==> config.mk <==
export PLATFORM = sky130hd
export DESIGN_NAME = cif_win_cell
export DESIGN_NICKNAME = d
export VERILOG_FILES = /design/src/rtl/core/cif_pkg.sv /design/src/rtl/core/cif_win_cell.sv
export SDC_FILE = /design/constraint.sdc
export NUM_CORES = 1
export LEC_CHECK = 0
export ABC_AREA = 1
export BUFFER_PORTS_ARGS = -buffer_cell sky130_fd_sc_hd__buf_2
export CAP_MARGIN = 20
export CELL_PAD_IN_SITES_DETAIL_PLACEMENT = 1
export CELL_PAD_IN_SITES_GLOBAL_PLACEMENT = 2
export CORE_AREA = 2 2 363 185
export CTS_BUF_LIST = sky130_fd_sc_hd__clkbuf_16
export DETAILED_ROUTE_END_ITERATION = 8
export DIE_AREA = 0 0 365 187
export PLACE_DENSITY_LB_ADDON = 0.15
export SLEW_MARGIN = 25
export SYNTH_ARGS = -nofsm -noshare
export SYNTH_HDL_FRONTEND = slang
export SYNTH_SLANG_ARGS = --single-unit
==> constraint.sdc <==
create_clock -name clk -period 5.8 [get_ports clk]
set_input_delay 1.16 -clock clk [delete_from_list [all_inputs] [get_ports clk]]
set_output_delay 1.16 -clock clk [all_outputs]
set_load 0.05 [all_outputs]
==> src/rtl/core/cif_pkg.sv <==
// Shared types, constants and the kernel coefficient table of the 3x3 image filter.
// No dependencies; the line store, window cell, adder, top level and testbench files import this package.
package cif_pkg;

  // Geometry
  localparam int MAX_WIDTH      = 4096;
  localparam int MAX_HEIGHT     = 4096;
  localparam int DIM_W          = 13;
  localparam int ADDR_W         = $clog2(MAX_WIDTH);

  // Fixed point coefficients
  localparam int COEF_FRAC_BITS = 16;
  localparam int COEF_ONE       = 1 << COEF_FRAC_BITS;
  localparam int COEF_W         = COEF_FRAC_BITS + 5;   // holds +/- 9.0
  localparam int PROD_W         = COEF_W + 9;           // 9-bit signed sample times coefficient
  localparam int ROW_W          = PROD_W + 2;
  localparam int SUM_W          = PROD_W + 4;

  typedef logic [23:0]               pix_t;   // blue 23:16, green 15:8, red 7:0
  typedef logic signed [COEF_W-1:0]  coef_t;
  typedef logic signed [PROD_W-1:0]  prod_t;

  typedef enum logic [1:0] {
    CFG_WIDTH  = 2'd0,
    CFG_HEIGHT = 2'd1,
    CFG_FILTER = 2'd2,
    CFG_COLOR  = 2'd3
  } cfg_idx_t;

  typedef enum logic [2:0] {
    FILT_SMOOTH  = 3'd0,
    FILT_BLUR    = 3'd1,
    FILT_SHARPEN = 3'd2,
    FILT_MEAN    = 3'd3,
    FILT_EMBOSS  = 3'd4
  } filt_t;

  // Window taps: row major, row 0 above, column 0 left
  localparam logic [3:0] TAP_ABOVE  = 4'd1;
  localparam logic [3:0] TAP_CENTRE = 4'd4;
  localparam logic [3:0] TAP_BELOW  = 4'd7;

  localparam coef_t K_SM  = coef_t'((COEF_ONE + 4) / 9);
  localparam coef_t K_B1  = coef_t'(COEF_ONE / 16);
  localparam coef_t K_B2  = coef_t'(2 * COEF_ONE / 16);
  localparam coef_t K_B4  = coef_t'(4 * COEF_ONE / 16);
  localparam coef_t K_SE  = coef_t'(-((2 * COEF_ONE + 1) / 3));
  localparam coef_t K_SC  = coef_t'(COEF_ONE + 4 * ((2 * COEF_ONE + 1) / 3));
  localparam coef_t K_MC  = coef_t'(9 * COEF_ONE);
  localparam coef_t K_ONE = coef_t'(COEF_ONE);
  localparam coef_t K_M1  = coef_t'(-COEF_ONE);

  function automatic coef_t kernel_coef(input logic [2:0] sel, input logic [3:0] tap);
    logic  corner;
    logic  centre;
    coef_t k;
    corner = (tap == 4'd0) || (tap == 4'd2) || (tap == 4'd6) || (tap == 4'd8);
    centre = (tap == TAP_CENTRE);
    unique case (sel)
      FILT_SMOOTH:  k = K_SM;
      FILT_BLUR:    k = centre ? K_B4 : (corner ? K_B1 : K_B2);
      FILT_SHARPEN: k = centre ? K_SC : (corner ? '0 : K_SE);
      FILT_MEAN:    k = centre ? K_MC : K_M1;
      FILT_EMBOSS:  k = (tap == TAP_BELOW) ? K_ONE : ((tap == TAP_ABOVE) ? K_M1 : '0);
      default:      k = K_SM;
    endcase
    return k;
  endfunction

endpackage

==> src/rtl/core/cif_win_cell.sv <==
// One tap of the 3x3 window: holds a pixel, hands it left, and forms its weighted products.
// Depends on cif_pkg.
module cif_win_cell (
  input  logic            clk,
  input  logic            rst_n,
  input  logic            en,
  input  logic            shift,
  input  cif_pkg::pix_t   pix_in,
  input  logic            use_tap,
  input  cif_pkg::coef_t  coef,
  output cif_pkg::pix_t   pix_out,
  output cif_pkg::prod_t  prod [3]
);
  import cif_pkg::*;

  pix_t  pix_r;
  prod_t prod_r [3];

  always_ff @(posedge clk) begin
    if (!rst_n) begin
      pix_r <= '0;
    end else if (en && shift) begin
      pix_r <= pix_in;
    end
  end

  // Product of each channel, zero when the tap lies on the image border
  always_ff @(posedge clk) begin
    if (en) begin
      for (int ch = 0; ch < 3; ch++) begin
        if (use_tap) begin
          prod_r[ch] <= $signed({1'b0, pix_r[8*ch +: 8]}) * coef;
        end else begin
          prod_r[ch] <= '0;
        end
      end
    end
  end

  assign pix_out = pix_r;
  assign prod    = prod_r;

endmodule

# Word-level counts from Yosys, hierarchy flattened
# Cells that the tools add are included.
# Widths: inputs -> output; s select.
[totals] reg_bits=114 elab_cells=8 inputBits=50
[classes] reduce_logical=1 multipliers=3
[op_table] operator="$mul 9x21->30" count=3
[op_table] operator="$logic_and 1x1->1" count=1

# Depth between registers and ports, before layout
[logic_depth] word_depth=1 ltp_mapped=23 mapped_depth_nobuf=22

# Worst setup path before layout
# Ideal clock, no wire load.
[synth_path] path_type="input to register" start="in coef[20]" end="reg prod_r (netlist bit prod[27]), data pin" t_arrival_ns=4.893 stages=19 required_time_ns=5.547 setup_time_ns=0.253 path_slack_ns=0.655 path_cell_list="clkbuf_1 nand2_1 fa_1 inv_1 fa_1 fa_1 inv_1 fa_1 inv_1 ha_1 nand2_1 nor2_1 nand2_1 nor2_1 nand2_1 nand3_1 nand2_1 nand2_1 nor2_1"
[synth_via] elab_chain_cells=1
[synth_lines] element="start, declared" line="cif_win_cell.sv:10" text="input cif_pkg::coef_t coef,"
[synth_lines] element="$mul 9x21->30" line="cif_win_cell.sv:32" text="prod_r[ch] <= $signed({1'b0, pix_r[8*ch +: 8]}) * coef;"
[synth_lines] element="end signal, assigned by index" line="cif_win_cell.sv:32"
[synth_lines] element="end, declared" line="cif_win_cell.sv:17" text="prod_t prod_r [3];"
# No other way between the ends.
# A chain may end at the register's enable or synchronous reset.

# Worst setup path after layout
[layout_path] start="in coef[20]" end="reg prod_r (netlist bit prod[25]), data pin"
# The elaborated chain is that of the path after synthesis.

==> impl_metrics.tcl <==
set metrics [dict create \
    outcome "completed" \
    synth_top_area_share_pct 33.2 \
    hold_path.class "flop to flop" \
    final_cell_mix "nand2_1 (1,029), inv_1 (1,020), fa_1 (396), nor2_1 (216), ha_1 (180)" \
    antenna_found_initial 0 \
    r2r_start "pix_out[16]$_SDFFE_PN0P_" \
    drive_gt1_share_pct 9.37 \
    postLayoutCellArea_um2 26900 \
    nFillCells 8418 \
    ys_warn_count 0 \
    fin_hold_ws_ns 0.742 \
    hold_start "pix_out[18]$_SDFFE_PN0P_" \
    overflow 0 \
    synth_cells 3352 \
    cts.sinks 114 \
    power.switching_mw 3.19 \
    pre_cts_ws_ns -0.214 \
    ys_seq_area_share_pct 13.3 \
    crit_type "input port to flop" \
    boundaryPins 164 \
    relSlewSlack_pct 31.1 \
    maxCapViolations 0 \
    ant_nets 0 \
    fp.dieH_um 187 \
    drt_first_iter_violations 1328 \
    swShare_pct 51.5 \
    cts_max_level 4 \
    crit_path_top_delay_cell "fa_1" \
    fin_util_pct 41.0 \
    period_share_pct 93.8 \
    dpl_cell_area_um2 26300 \
    crit_required_ns 6.06 \
    cpMostUsedCell "nand2_1" \
    first_pass_iters 5 \
    powerDensity_nw_per_um2 230 \
    cp-start-kind "input port" \
    layout_min_cycle_time_ns 5.44 \
    avgRoutedWirePerCell_um 17.7 \
    clkPwrFrac_pct 19.1 \
    syn_to_final_growth_pct 12.6 \
    setup_viol 0 \
    root_buffer "clkbuf_16" \
    grt_max_degree 52 \
    clkTransAtPathRegs_ns 0.06 \
    yosys.area.top_type "fa_1" \
    p_seq_share_pct 18.6 \
    setup_ws_ns 0.358 \
    worst-slew-pin-transition_ns 1.03 \
    combinationalPowerShare_pct 62.3 \
    post-dp-hpwl_um 65000 \
    viasPerCell 4.64 \
    worstPathArrival_ns 5.70 \
    max_freq_mhz 184 \
    synth_area_leaders "fa_1 (33%), nand2_1 (16%), inv_1 (16%)" \
    vdd_drop_max_uv 240 \
    setup.worst_path.end_class "flop" \
    die_area_um2 68300 \
    grtUsageTotal_pct 24.1 \
    ctsLongestPathBuffers 2 \
    cts_hold_buf 0 \
    synth_cell_types 32 \
    grt_pass1_vias 22489 \
    rows 67 \
    multi_input_area_um2 16500 \
    ys_seq_elements 114 \
    min_path_cells 2 \
    hold_viol 0 \
    gp_routability_congestion 0.915 \
    p_int_mw 3.01 \
    path_cells "buf_2 -> buf_12 -> nand2_1 -> fa_1 -> fa_1 -> inv_1 -> fa_1 -> inv_1 -> fa_1 -> inv_1 -> ha_1 -> nand2_1 -> nor2_2 -> nand2_1 -> nor2_1 -> o21ai_2 -> nand3_1 -> nand2_1 -> nand2_1 -> nor2_1" \
    slowest_delay_ns 0.66 \
    power_leakage_nw 16.9 \
    route.detailed.drc 0 \
    reg2regPathDepth 19 \
    vias 20548 \
    postCtsResizedCells 0 \
    worstPathMaxFanout 8 \
    finalPower_mw 6.20 \
    port_buffers 163 \
    critPathLaunch "coef[20]" \
    timing.rr.end "prod[25]$_SDFFCE_PN0P_" \
    initial_utilization_pct 36.4 \
    syn_avg_cell_area_um2 7.13 \
    drt-total-wl_um 78200 \
    coreArea_um2 65700 \
    critPathCapture "prod[25]$_SDFFCE_PN0P_" \
    synth_fp_nets 3978 \
    fin_skew_ns 0.0121 \
    rrSetupSlack_ns 0.56 \
    die_w_um 365 \
    grt_pass1_wl_um 127000 \
    clock_latency_ns 0.50 \
    grt_setup_unrepaired "false" \
    cts_setup_buffers 0 \
    timing.final.max_slew_violations 0 \
    syn_area_um2 23900 \
    cts_made_buffers 17 \
    tritoncts "yes" \
    mostFrequentLayoutCell "nand2_1" \
    layout.area.seq_um2 3190 \
    nNetsFinal 4144 \
]
## cell type report
cell class / count / share of cell area [%]
clock buffer: 17 / 1.58
antenna: 1 / 0.00930
sequential: 114 / 11.9
clock inverter: 15 / 0.711
tap: 897 / 4.17
timing repair buffer: 253 / 6.16
multi-input combinational: 2112 / 61.3
inverter: 1020 / 14.2
## cell families (layout without fill, tap and decap cells)
group,count (synthesis),count (layout),share of synthesized area (%)
simple gates,1374,1374,22.7
buf+inv,1126,1305,17.7
fa+ha+maj,576,576,42.6
compound gates,155,155,3.41
flops,114,114,13.3
xor+xnor,7,7,0.256
other cells,0,1,0
## worst min path at each step
stage | slack (ns) | to
final | 0.74 | pix_out[18]$_SDFFE_PN0P_
after global routing | 0.80 | pix_out[9]$_SDFFE_PN0P_
after CTS | 0.76 | pix_out[21]$_SDFFE_PN0P_
after global placement | 0.73 | pix_out[22]$_SDFFE_PN0P_
after floorplan | 0.73 | pix_out[0]$_SDFFE_PN0P_
after detailed placement | 0.75 | pix_out[21]$_SDFFE_PN0P_
## worst max-delay path: cells and delay by family
family	cells	cell delay, ns
buffers and inverters	5	0.46
adder cells (fa/ha/maj)	5	2.64
AO/OA/AOI/OAI	1	0.18
AND/OR/NAND/NOR	9	1.24
## stage by stage
step / cells / TNS [ns]
2_1_floorplan: 3352 / 0
3_3_place_gp: 4396 / -0.133
3_5_place_dp: 4396 / -0.214
4_1_cts: 4428 / 0
5_1_grt: 4428 / 0
6_report: 4429 / 0
## cells in the mapped netlist
master / n
o21ai_0: 53
o21ai_1: 1
ha_1: 180
xor2_1: 4
and2_1: 9
dfxtp_1: 24
nand4_1: 6
or2_2: 1
buf_2: 6
nor3_1: 4
a21o_1: 3
a21oi_2: 1
nand3_2: 7
nor2_2: 19
or2_0: 3
inv_1: 1020
nor2_1: 216
nor3b_2: 1
fa_1: 396
nand3_1: 65
edfxtp_1: 90
buf_1: 2
nand2_1: 1030
nand3b_1: 5
clkbuf_1: 97
nand2_2: 7
xnor2_1: 3
a21oi_1: 86
o21a_1: 5
buf_6: 1
and3_1: 1
o21bai_1: 6
## registers in the layout, summed over array words and instances (netlist names)
name     flops
pix_out     24
prod        90
## power by group through the flow
stage / logic [mW] / clock network, mW / registers, mW
6_report: 3.86 / 1.18 / 1.15
5_1_grt: 4.40 / 1.25 / 1.17
4_1_cts: 3.92 / 1.22 / 1.16
3_5_place_dp: 3.88 / 0 / 1.17
3_3_place_gp: 3.82 / 0 / 1.17
2_1_floorplan: 2.23 / 0 / 1.58
## routing by layer
metal	global-route usage (%)	wire length [um]	share of wire (%)	vias up
li1	-	-	-	9833
met1	37.5	40900	52	10299
met2	34.9	32300	41	366
met3	4.15	4090	5.2	50
met4	4.70	947	1.2	0
met5	0	0	0	-
Power figures use the tool's default switching activity.
