**src/rtl/core/cif_pkg.sv**
```systemverilog
// Shared types, constants and the kernel coefficient table of the 3x3 image filter.
// No dependencies; the line store, window cell, adder, top level and testbench files import this package.
package cif_pkg;

  // Geometry
  localparam int MAX_WIDTH      = 4096;
  localparam int MAX_HEIGHT     = 4096;
  localparam int DIM_W          = 13;
  localparam int ADDR_W         = $clog2(MAX_WIDTH);

  // Fixed point coefficients
  localparam int COEF_FRAC_BITS = 16;
  localparam int COEF_ONE       = 1 << COEF_FRAC_BITS;
  localparam int COEF_W         = COEF_FRAC_BITS + 5;   // holds +/- 9.0
  localparam int PROD_W         = COEF_W + 9;           // 9-bit signed sample times coefficient
  localparam int ROW_W          = PROD_W + 2;
  localparam int SUM_W          = PROD_W + 4;

  typedef logic [23:0]               pix_t;   // blue 23:16, green 15:8, red 7:0
  typedef logic signed [COEF_W-1:0]  coef_t;
  typedef logic signed [PROD_W-1:0]  prod_t;

  typedef enum logic [1:0] {
    CFG_WIDTH  = 2'd0,
    CFG_HEIGHT = 2'd1,
    CFG_FILTER = 2'd2,
    CFG_COLOR  = 2'd3
  } cfg_idx_t;

  typedef enum logic [2:0] {
    FILT_SMOOTH  = 3'd0,
    FILT_BLUR    = 3'd1,
    FILT_SHARPEN = 3'd2,
    FILT_MEAN    = 3'd3,
    FILT_EMBOSS  = 3'd4
  } filt_t;

  // Window taps: row major, row 0 above, column 0 left
  localparam logic [3:0] TAP_ABOVE  = 4'd1;
  localparam logic [3:0] TAP_CENTRE = 4'd4;
  localparam logic [3:0] TAP_BELOW  = 4'd7;

  localparam coef_t K_SM  = coef_t'((COEF_ONE + 4) / 9);
  localparam coef_t K_B1  = coef_t'(COEF_ONE / 16);
  localparam coef_t K_B2  = coef_t'(2 * COEF_ONE / 16);
  localparam coef_t K_B4  = coef_t'(4 * COEF_ONE / 16);
  localparam coef_t K_SE  = coef_t'(-((2 * COEF_ONE + 1) / 3));
  localparam coef_t K_SC  = coef_t'(COEF_ONE + 4 * ((2 * COEF_ONE + 1) / 3));
  localparam coef_t K_MC  = coef_t'(9 * COEF_ONE);
  localparam coef_t K_ONE = coef_t'(COEF_ONE);
  localparam coef_t K_M1  = coef_t'(-COEF_ONE);

  function automatic coef_t kernel_coef(input logic [2:0] sel, input logic [3:0] tap);
    logic  corner;
    logic  centre;
    coef_t k;
    corner = (tap == 4'd0) || (tap == 4'd2) || (tap == 4'd6) || (tap == 4'd8);
    centre = (tap == TAP_CENTRE);
    unique case (sel)
      FILT_SMOOTH:  k = K_SM;
      FILT_BLUR:    k = centre ? K_B4 : (corner ? K_B1 : K_B2);
      FILT_SHARPEN: k = centre ? K_SC : (corner ? '0 : K_SE);
      FILT_MEAN:    k = centre ? K_MC : K_M1;
      FILT_EMBOSS:  k = (tap == TAP_BELOW) ? K_ONE : ((tap == TAP_ABOVE) ? K_M1 : '0);
      default:      k = K_SM;
    endcase
    return k;
  endfunction

endpackage

```
**src/rtl/core/cif_sum.sv**
```systemverilog
// Sums the nine products of one channel in two registered steps and clamps to 0..255.
// Depends on cif_pkg.
module cif_sum (
  input  logic           clk,
  input  logic           en,
  input  cif_pkg::prod_t prod [9],
  output logic [7:0]     pix_r
);
  import cif_pkg::*;

  logic signed [ROW_W-1:0] row_r [3];
  logic signed [SUM_W-1:0] sum_w;
  logic [7:0]              pix_nxt;

  always_ff @(posedge clk) begin
    if (en) begin
      for (int k = 0; k < 3; k++) begin
        row_r[k] <= ROW_W'(prod[3*k]) + ROW_W'(prod[3*k+1]) + ROW_W'(prod[3*k+2]);
      end
    end
  end

  always_comb begin
    sum_w = SUM_W'(row_r[0]) + SUM_W'(row_r[1]) + SUM_W'(row_r[2]);
    if (sum_w[SUM_W-1]) begin
      pix_nxt = 8'd0;
    end else if (|sum_w[SUM_W-2:COEF_FRAC_BITS+8]) begin
      pix_nxt = 8'hFF;
    end else begin
      pix_nxt = sum_w[COEF_FRAC_BITS+7:COEF_FRAC_BITS];
    end
  end

  always_ff @(posedge clk) begin
    if (en) begin
      pix_r <= pix_nxt;
    end
  end

endmodule

```
**config.mk**
```make
export PLATFORM = sky130hd
export DESIGN_NAME = cif_sum
export DESIGN_NICKNAME = d
export VERILOG_FILES = /design/src/rtl/core/cif_pkg.sv /design/src/rtl/core/cif_sum.sv
export SDC_FILE = /design/constraint.sdc
export NUM_CORES = 1
export LEC_CHECK = 0
export BUFFER_PORTS_ARGS = -buffer_cell sky130_fd_sc_hd__buf_4
export CORE_UTILIZATION = 56
export CTS_CLUSTER_SIZE = 40
export DETAILED_ROUTE_END_ITERATION = 12
export PLACE_DENSITY_LB_ADDON = 0.2
export SYNTH_ARGS = -nofsm -noshare
export SYNTH_HDL_FRONTEND = slang
export SYNTH_SLANG_ARGS = --single-unit
```
**constraint.sdc**
```tcl
create_clock -name clk -period 3.97 [get_ports clk]
set_input_delay 0 -clock clk [delete_from_list [all_inputs] [get_ports clk]]
set_output_delay 0 -clock clk [all_outputs]
set_load 0.05 [all_outputs]
```
* After elaboration in Yosys (flattened, before gate mapping)
Memories as Yosys holds them, arrays and structs flattened.
Index checks and enable logic that the tools add are counted.
** Word-level totals
- Register bits after elaboration :: 8
- Bits in writable memories :: 96
- Input bits :: 272
- Output and inout bits :: 8
- Word-level logic and storage cells :: 14
- Memories :: 1
** Memories
- row_r :: words 3, width 32, read ports 3, clocked after Yosys merged registers in 0, wr ports 3, RTL line cif_sum.sv:11 : logic signed [ROW_W-1:0] row_r [3];
** Cells by class
- $add $sub $neg :: 8
- Muxes and demuxes :: 3
- Reductions and logical operators :: 1
** Operators by type and width (count)
- $add 31x30->32 :: 3
- $add 30x30->31 :: 3
- $add 33x32->34 :: 1
- $add 32x32->33 :: 1
- $reduce_or 9->1 :: 1
- $mux 8 :: 1
- $mux 1 :: 2

* Depth between registers and ports, before layout
Gate-level depths: netlist (run 1).
- Depth after elaboration :: 4
- Gate-level depth with buffers :: 15
- Depth with buffers taken out :: 15

* Worst setup path after synthesis (run 1)
No wires, ideal clock.
- Path kind :: register -> register
- Start :: memory row_r[0][10] (netlist bit)
- End :: register pix_r[0], data pin
- Arrival time :: 3.166 ns
- Slack :: 0.519 ns
- Cell stages (with the launch flop) :: 11
- Path buffers :: 0
- Path through :: edfxtp_1 fa_1 ha_1 a21o_1 a311o_1 a211o_1 a21oi_2 o21ai_1 or3_4 a2111oi_4 a41oi_1
** RTL lines
- from (decl) :: RTL line cif_sum.sv:11
- to (signal assigned) :: RTL line cif_sum.sv:36 : pix_r <= pix_nxt;
- to (decl) :: RTL line cif_sum.sv:7 : output logic [7:0] pix_r

==> flow_summary.ini, run 1 <==
[min_path]
hold_depth = 3
worstHoldPathType = primary input to register
hold_end = row_r[0][65]$_DFFE_PP_
hp-start = prod[61]

[timing]
tightest_slew_ns = 0.926
finalSetupViolations = 0
post-route-period-util = 0.941
finalCriticalPeriod_ns = 3.74
finalHoldViolCount = 0
relSlewSlack = 0.383
fmax_mhz = 268
fin_skew_ns = 0.0129
slew_viol_final = 0
rsz0062_at_grt = false
setup_slack_ns = 0.233
setup_tns_ns = 0

[clock_network]
tritoncts = built
numCtsBuffers = 9
ctsRootBufferMaster = clkbuf_16
ctsHtreeMaxLevel = 3
postCtsHoldBufs = 0
clkTransAtPathRegs_ns = 0.07
clock_latency_ns = 0.35
clk_path_buf_depth = 2
cts_sinks = 104

[synth]
async_reset_ff_frac = 0
synth_seq_area_share = 0.270
synthFlopType = edfxtp_1
synth_area_per_cell_um2 = 10.4
synth_nets = 1629
synth-seq-cells = 104
synth_edf_count = 104
syn_inst = 1111
netlist_area_mm2 = 0.0116
yosysWarnings = 0
netlist-cell-type-count = 61

[global_routing]
grt_max_degree = 79
grt_pass1_vias = 9397
grt_pass1_wl_um = 42600
grt_util_all_layers = 0.249
antenna_found_initial = 0
grt-ovfl-total = 0

[critical_path]
cp_max_fo = 8
critPathKind = register to register
cp.required_ns = 4.02
cp.arrival_ns = 3.79
rr_endpoint = pix_r[2]$_SDFFCE_PP0P_
end_kind = register
reg2reg_depth = 14
critPathLaunchType = register
reg2reg_slack_ns = 0.23
worstReg2RegStart = row_r[0][3]$_DFFE_PP_

[routing]
wire_per_inst_um = 15.6
drt_iter0_drc = 555
via_per_inst = 5.65
dr.pass1.iters = 5
ant_nets = 0
num_vias = 9476
wl_um = 26100
drc = 0

[floorplan]
ios = 280
die_h_um = 146
core-area_mm2 = 0.0202
start_util = 0.571
die-area_mm2 = 0.0212
chipWidth_um = 146
rows = 52

[layout]
nets = 1921
antenna-diode-count = 0
n_fill_cell = 1537
layout-drive-gt1-share = 0.223
fin_cells = 1677
syn_to_final_growth_pct = 23.9

[outcome]
status = complete, no violations

[pwr]
vdd_drop_max_mv = 0.336
powerDensity_mw_per_mm2 = 614
p_leak_nw = 6.41
p_sw_w = 0.00402
seq_power_share = 0.214
netSwitchingFraction = 0.456
power_w = 0.00880
comb_power_share = 0.690
p_int_w = 0.00478
clkPwrFrac = 0.097

[place]
port-buffer-count = 279
hpwl_um = 22100
place_congestion = 0.894
dpl_worst_slack_ns = 0.0608
dpl.cell_count = 1660

[run]
maxCapViolations = 0
-- Yosys cell counts, drive strengths merged, types with 6 or more instances --
cell,count,area [µm²]
ha,122,1530
or3,6,42.5
and2,12,75.1
nand2,57,214
nor2,63,236
a21boi,7,52.6
o211ai,9,67.6
nand2b,15,93.8
inv,95,357
a211oi,15,118
xnor2,50,438
o21ai,73,365
nand3,20,100
xor2,24,210
o21a,17,128
a41oi,8,70.1
and3,9,56.3
a21oi,106,534
nor3,30,150
a21o,35,263
nand4,8,56.3
a31oi,6,37.5
nor2b,16,100
o31ai,6,45.0
or2,7,43.8
or4,6,45.0
edfxtp,104,3120
fa,124,2480
-- cells in the final DEF, fill, tap and decap left out, types with 24 or more instances in the layout --
| cell type | count |
|---|---|
| nor2_1 | 63 |
| edfxtp_1 | 104 |
| ha_1 | 122 |
| fa_1 | 124 |
| buf_4 | 285 |
| nor3_1 | 30 |
| nand2_1 | 57 |
| xor2_1 | 24 |
| inv_1 | 95 |
| a21oi_1 | 105 |
| o21ai_0 | 71 |
| xnor2_1 | 50 |
| a21o_1 | 35 |
-- worst max-delay path, cell delays in order (launching register included) --
cell and delay (ns):
edfxtp_1 0.32, inv_1 0.05, fa_1 0.54, inv_1 0.05
ha_1 0.29, nand4b_1 0.11, o221ai_1 0.34, a211o_1 0.25
a21oi_2 0.09, nor3_1 0.25, o21ai_1 0.15, or4_1 0.47
a211oi_4 0.22, buf_4 0.19, a41oi_1 0.13
-- stage by stage --
stage	cell area (µm²)	util	hold slack, ns
final	14300	0.708	0.0986
after CTS	14300	0.706	0.0985
after detailed placement	14000	0.692	0.457
after global placement	14000	0.692	0.450
after floorplan	11600	-	0.112
after global routing	14300	0.708	0.109
-- worst max path at each step --
| stage | from | end | cells past startpoint |
|---|---|---|---|
| 2_1_floorplan | row_r[0][10]$_DFFE_PP_ | pix_r[0]$_SDFFCE_PP0P_ | 10 |
| 3_3_place_gp | row_r[0][4]$_DFFE_PP_ | pix_r[2]$_SDFFCE_PP0P_ | 13 |
| 3_5_place_dp | row_r[0][3]$_DFFE_PP_ | pix_r[2]$_SDFFCE_PP0P_ | 13 |
| 4_1_cts | row_r[0][3]$_DFFE_PP_ | pix_r[2]$_SDFFCE_PP0P_ | 13 |
| 5_1_grt | row_r[0][3]$_DFFE_PP_ | pix_r[2]$_SDFFCE_PP0P_ | 14 |
| 6_report | row_r[0][3]$_DFFE_PP_ | pix_r[2]$_SDFFCE_PP0P_ | 14 |
-- timing repair --
action,4_1_cts,5_1_grt
setup buffers,0,2
resized for setup,0,2
endpoints found under the setup margin,0,8
-- cells by family (layout without fill, tap and decap cells) --
family / after synthesis / count (layout) / share of synthesized area
AOI/OAI and AO/OA: 324 / 324 / 0.179
buffers and inverters: 99 / 395 / 0.0321
muxes: 3 / 3 / 0.00260
adders and majority gates: 246 / 246 / 0.347
and+or+nand+nor: 261 / 261 / 0.114
DFF: 104 / 104 / 0.270
xor gates and xnor gates: 74 / 74 / 0.0561
-- state kept, by name, indices dropped and copies added, names as in the netlist --
signal / count
pix_r: 8
row_r: 96
-- routing by layer --
layer	up-vias	global-route usage	share of wire
li1	4638	-	-
met4	0	0.0600	0.013
met5	-	0	0
met1	4481	0.348	0.46
met3	28	0.0420	0.065
met2	329	0.407	0.46
-- power groups by stage --
| stage | Clock, W | Combinational, W | Sequential [W] |
|---|---|---|---|
| 6_report | 0.000851 | 0.00607 | 0.00188 |
| 5_1_grt | 0.000897 | 0.00673 | 0.00193 |
| 4_1_cts | 0.000864 | 0.00593 | 0.00189 |
| 3_5_place_dp | 0 | 0.00585 | 0.00190 |
| 2_1_floorplan | 0 | 0.00426 | 0.00200 |
| 3_3_place_gp | 0 | 0.00576 | 0.00189 |
-- cell type report --
cell class,instances,area [µm²],area share
Multi-Input combinational cell,908,8080,0.564
Clock buffer,9,225,0.0157
Clock inverter,6,60.1,0.00419
Timing Repair Buffer,285,2140,0.149
Sequential cell,104,3120,0.218
Inverter,95,357,0.0249
Tap cell,270,338,0.0236
No activity file was read; power rests on OpenSTA's default activity.
==> run 2, diff against run 1 <==
--- a/config.mk
+++ b/config.mk
@@ -6,10 +6,12 @@
 export NUM_CORES = 1
 export LEC_CHECK = 0
 export BUFFER_PORTS_ARGS = -buffer_cell sky130_fd_sc_hd__buf_4
+export CAP_MARGIN = 20
 export CORE_UTILIZATION = 56
 export CTS_CLUSTER_SIZE = 40
 export DETAILED_ROUTE_END_ITERATION = 12
-export PLACE_DENSITY_LB_ADDON = 0.2
+export MAX_ROUTING_LAYER = met4
+export PLACE_DENSITY = 0.8
 export SYNTH_ARGS = -nofsm -noshare
 export SYNTH_HDL_FRONTEND = slang
 export SYNTH_SLANG_ARGS = --single-unit
==> flow_summary.ini, run 2 (same netlist as run 1, synthesis figures left out) <==
[outcome]
status = complete, no violations

[critical_path]
cp.arrival_ns = 3.81
critPathLaunchType = register
critPathKind = register to register
reg2reg_slack_ns = 0.21
end_kind = register
cp_max_fo = 8
reg2reg_depth = 11
cp.required_ns = 4.03

[layout]
final_cell_mix = buf_4, fa_1, ha_1, a21oi_1, edfxtp_1
regMostFlops = row_r
final_common_cell = buf_4
n_fill_cell = 1518
syn_to_final_growth_pct = 24.0
utilization = 0.708
nets = 1919
layout-drive-gt1-share = 0.223
largest_reg_flops = 96
antenna-diode-count = 0
reg_top3 = row_r: 96 flops, pix_r: 8 flops

[routing]
via_per_inst = 5.63
wl_um = 27100
drc = 0
drt_iter0_drc = 477
ant_nets = 0
num_vias = 9439
wire_per_inst_um = 16.1
dr.pass1.iters = 5

[run]
maxCapViolations = 0

[clock_network]
clkTransAtPathRegs_ns = 0.07
ctsRootBufferMaster = clkbuf_16
clock_latency_ns = 0.34
ctsHtreeMaxLevel = 3
cts_sinks = 104
clk_path_buf_depth = 2
numCtsBuffers = 9
tritoncts = built

[place]
hpwl_um = 23100
port-buffer-count = 279
place_congestion = 0.916

[timing]
finalSetupViolations = 0
relSlewSlack = 0.388
slew_viol_final = 0
rsz0062_at_grt = false
tightest_slew_ns = 0.918
finalCriticalPeriod_ns = 3.76
setup_tns_ns = 0
post-route-period-util = 0.946
fin_skew_ns = 0.0107
finalHoldViolCount = 0
fmax_mhz = 266

[min_path]
hold_depth = 3
worstHoldPathType = primary input to register

[pwr]
comb_power_share = 0.684
p_sw_w = 0.00407
netSwitchingFraction = 0.457
seq_power_share = 0.211
p_int_w = 0.00483
vdd_drop_max_mv = 0.365
p_leak_nw = 6.41
clkPwrFrac = 0.105
powerDensity_mw_per_mm2 = 621

[global_routing]
grt-ovfl-total = 0
grt_util_all_layers = 0.269
antenna_found_initial = 0
grt_max_degree = 78
grt_pass1_wl_um = 44500
grt_pass1_vias = 9599

[floorplan]
chipWidth_um = 146
die_h_um = 146
ios = 280
die-area_mm2 = 0.0212
rows = 52
core-area_mm2 = 0.0202
start_util = 0.571
==> run 2: final cells by class <==
| class | instances | area [µm²] | share of cell area |
|---|---|---|---|
| Multi-Input combinational cell | 908 | 8070 | 0.563 |
| Tap cell | 270 | 338 | 0.0236 |
| Clock buffer | 9 | 225 | 0.0157 |
| Timing Repair Buffer | 283 | 2120 | 0.148 |
| Inverter | 95 | 357 | 0.0249 |
| Clock inverter | 7 | 92.6 | 0.00646 |
| Sequential cell | 104 | 3120 | 0.218 |
==> run 2: timing repair <==
action	in CTS	in global routing
resized for setup	0	1
setup buffers	0	1
endpoints found under the setup margin	0	8
hold buffers	0	0
==> run 2: routing by layer <==
metal	global-route usage	vias up	share of wire
met5	-	-	0
met4	0.0589	0	0.016
met3	0.0298	28	0.053
met2	0.428	326	0.46
met1	0.373	4447	0.47
li1	-	4638	-
==> run 2: path summary, 6_finish.rpt <==
| check | to | start |
|---|---|---|
| setup reg to reg | pix_r[5]$_SDFFCE_PP0P_ | row_r[0][10]$_DFFE_PP_ |
| setup / recovery | pix_r[5]$_SDFFCE_PP0P_ | row_r[0][10]$_DFFE_PP_ |
| hold / removal | row_r[0][33]$_DFFE_PP_ | prod[151] |
| hold reg to reg | pix_r[0]$_SDFFCE_PP0P_ | row_r[0][48]$_DFFE_PP_ |
==> run 2: worst max-delay path, cell delays in order (launching register included) <==
cell and delay (ns):
edfxtp_1 0.40, fa_1 0.49, ha_1 0.34, a21o_1 0.19
a311o_1 0.37, o211a_1 0.26, a211o_1 0.35, nand4_2 0.12
and2_1 0.18, o21ai_0 0.18, a211oi_4 0.41, a41oi_1 0.19
==> run 2: power groups by stage <==
| stage | sequential [W] | clock (W) | combinational [W] |
|---|---|---|---|
| 4_1_cts | 0.00188 | 0.000946 | 0.00599 |
| 6_report | 0.00188 | 0.000932 | 0.00609 |
| 3_3_place_gp | 0.00188 | 0 | 0.00580 |
| 5_1_grt | 0.00192 | 0.000982 | 0.00679 |
| 3_5_place_dp | 0.00190 | 0 | 0.00593 |
| 2_1_floorplan | 0.00200 | 0 | 0.00426 |
==> run 2: stage by stage <==
step	total power [W]	area, µm²	std cells	hold WS [ns]	worst slack, ns
floorplan	0.00626	11600	1111	0.112	0.519
global placement	0.00769	14000	1659	0.457	0.284
detailed placement	0.00783	14000	1659	0.456	0.168
CTS	0.00882	14300	1675	0.101	0.148
global route	0.00969	14300	1676	0.125	0.0255
finish	0.00890	14300	1676	0.105	0.213
==> run 3, diff against run 2 <==
--- a/config.mk
+++ b/config.mk
@@ -7,6 +7,7 @@
 export LEC_CHECK = 0
 export BUFFER_PORTS_ARGS = -buffer_cell sky130_fd_sc_hd__buf_4
 export CAP_MARGIN = 20
+export CORE_MARGIN = 10
 export CORE_UTILIZATION = 56
 export CTS_CLUSTER_SIZE = 40
 export DETAILED_ROUTE_END_ITERATION = 12
==> flow_summary.ini, run 3 (same netlist as run 1, synthesis figures left out) <==
[min_path]
worstHoldPathType = primary input to register

[clock_network]
clkTransAtPathRegs_ns = 0.07
numCtsBuffers = 9
clock_latency_ns = 0.35
tritoncts = built
ctsRootBufferMaster = clkbuf_16
cts_sinks = 104
clk_path_buf_depth = 2
ctsHtreeMaxLevel = 3

[timing]
fmax_mhz = 263
post-route-period-util = 0.956
setup_tns_ns = 0
fin_skew_ns = 0.0105
relSlewSlack = 0.403
slew_viol_final = 0
tightest_slew_ns = 0.896
finalSetupViolations = 0
finalHoldViolCount = 0
setup_slack_ns = 0.174
finalCriticalPeriod_ns = 3.80

[floorplan]
chipWidth_um = 164
start_util = 0.570
core-area_mm2 = 0.0203
ios = 280
rows = 52
die_h_um = 164
die-area_mm2 = 0.0268

[routing]
wire_per_inst_um = 18.3
dr.pass1.iters = 5
num_vias = 9468
drt_iter0_drc = 577
via_per_inst = 5.65
wl_um = 30600
drc = 0
ant_nets = 0

[place]
hpwl_um = 25900
dpl_worst_slack_ns = 0.198
place_congestion = 0.883
port-buffer-count = 279
place_area_mm2 = 0.0140

[global_routing]
grt_pass1_wl_um = 49300
grt_util_all_layers = 0.234
grt-ovfl-total = 0
grt_pass1_vias = 10100
antenna_found_initial = 0
grt_max_degree = 73

[pwr]
netSwitchingFraction = 0.465
powerDensity_mw_per_mm2 = 617
p_int_w = 0.00471
seq_power_share = 0.213
comb_power_share = 0.694
p_leak_nw = 6.39
p_sw_w = 0.00410
vdd_drop_max_mv = 0.384
clkPwrFrac = 0.093
power_w = 0.00882

[layout]
syn_to_final_growth_pct = 23.6
layout-drive-gt1-share = 0.223
antenna-diode-count = 0
final_cell_mix = buf_4, fa_1, ha_1, a21oi_1, edfxtp_1
final_common_cell = buf_4
nets = 1920
largest_reg_flops = 96
utilization = 0.704
final_area_mm2 = 0.0143
regMostFlops = row_r
reg_top3 = row_r: 96 flops, pix_r: 8 flops

[critical_path]
cp.required_ns = 4.05
end_kind = register
critPathKind = register to register
cp_max_fo = 8
cp.arrival_ns = 3.87
critPathLaunchType = register

[run]
maxCapViolations = 0

[outcome]
status = complete, no violations
==> run 3: worst paths after layout <==
check        slack [ns]  depth (start not counted)                    from                     end
min                 0.1                          3                prod[61]  row_r[0][65]$_DFFE_PP_
max                0.17                         14   row_r[0][7]$_DFFE_PP_  pix_r[2]$_SDFFCE_PP0P_
max reg2reg        0.17                         14   row_r[0][7]$_DFFE_PP_  pix_r[2]$_SDFFCE_PP0P_
min reg2reg        1.12                          4  row_r[0][83]$_DFFE_PP_  pix_r[3]$_SDFFCE_PP0P_
==> run 3: timing repair <==
item,CTS,global route
hold buffers,0,0
setup endpoints to repair,0,8
setup buffers,0,1
resized for setup,0,2
==> run 3: worst max-delay path: stages (launching register included) <==
cell	delay (ns)
edfxtp_1	0.32
inv_1	0.05
fa_1	0.53
inv_1	0.04
ha_1	0.31
a21oi_1	0.23
nand2_1	0.14
o211ai_1	0.25
a21oi_1	0.21
o41ai_1	0.47
mux2i_1	0.24
nand2_1	0.11
a2111oi_4	0.28
buf_4	0.21
a41oi_1	0.13
==> run 3: cell type report <==
cell class                 count  area (µm²)
multi-input combinational    908        8080
clock buffer                  10         229
tap                          270         338
fill                        1574        6010
timing repair buffer         284        2130
inverter                      95         357
sequential                   104        3120
clock inverter                 5        32.5
==> run 3: per-stage QoR <==
step,hold WS (ns),std cells
floorplan,0.112,1111
CTS,0.0998,1675
finish,0.0973,1676
global placement,0.451,1660
detailed placement,0.450,1660
global route,0.143,1676
==> run 3: metal layers <==
metal / vias to the layer above / GRT usage / share of wire
li1: 4635 / - / -
met1: 4454 / 0.325 / 0.47
met2: 349 / 0.360 / 0.46
met3: 30 / 0.0315 / 0.062
met4: 0 / 0.0479 / 0.014
met5: - / - / 0
==> run 3: power groups by stage <==
stage               registers (W)  logic, W  clock network, W
floorplan                 0.00200   0.00426                 0
global placement          0.00188   0.00583                 0
detailed placement        0.00190   0.00591                 0
CTS                       0.00188   0.00599          0.000821
global route              0.00192   0.00686          0.000867
finish                    0.00188   0.00612          0.000821
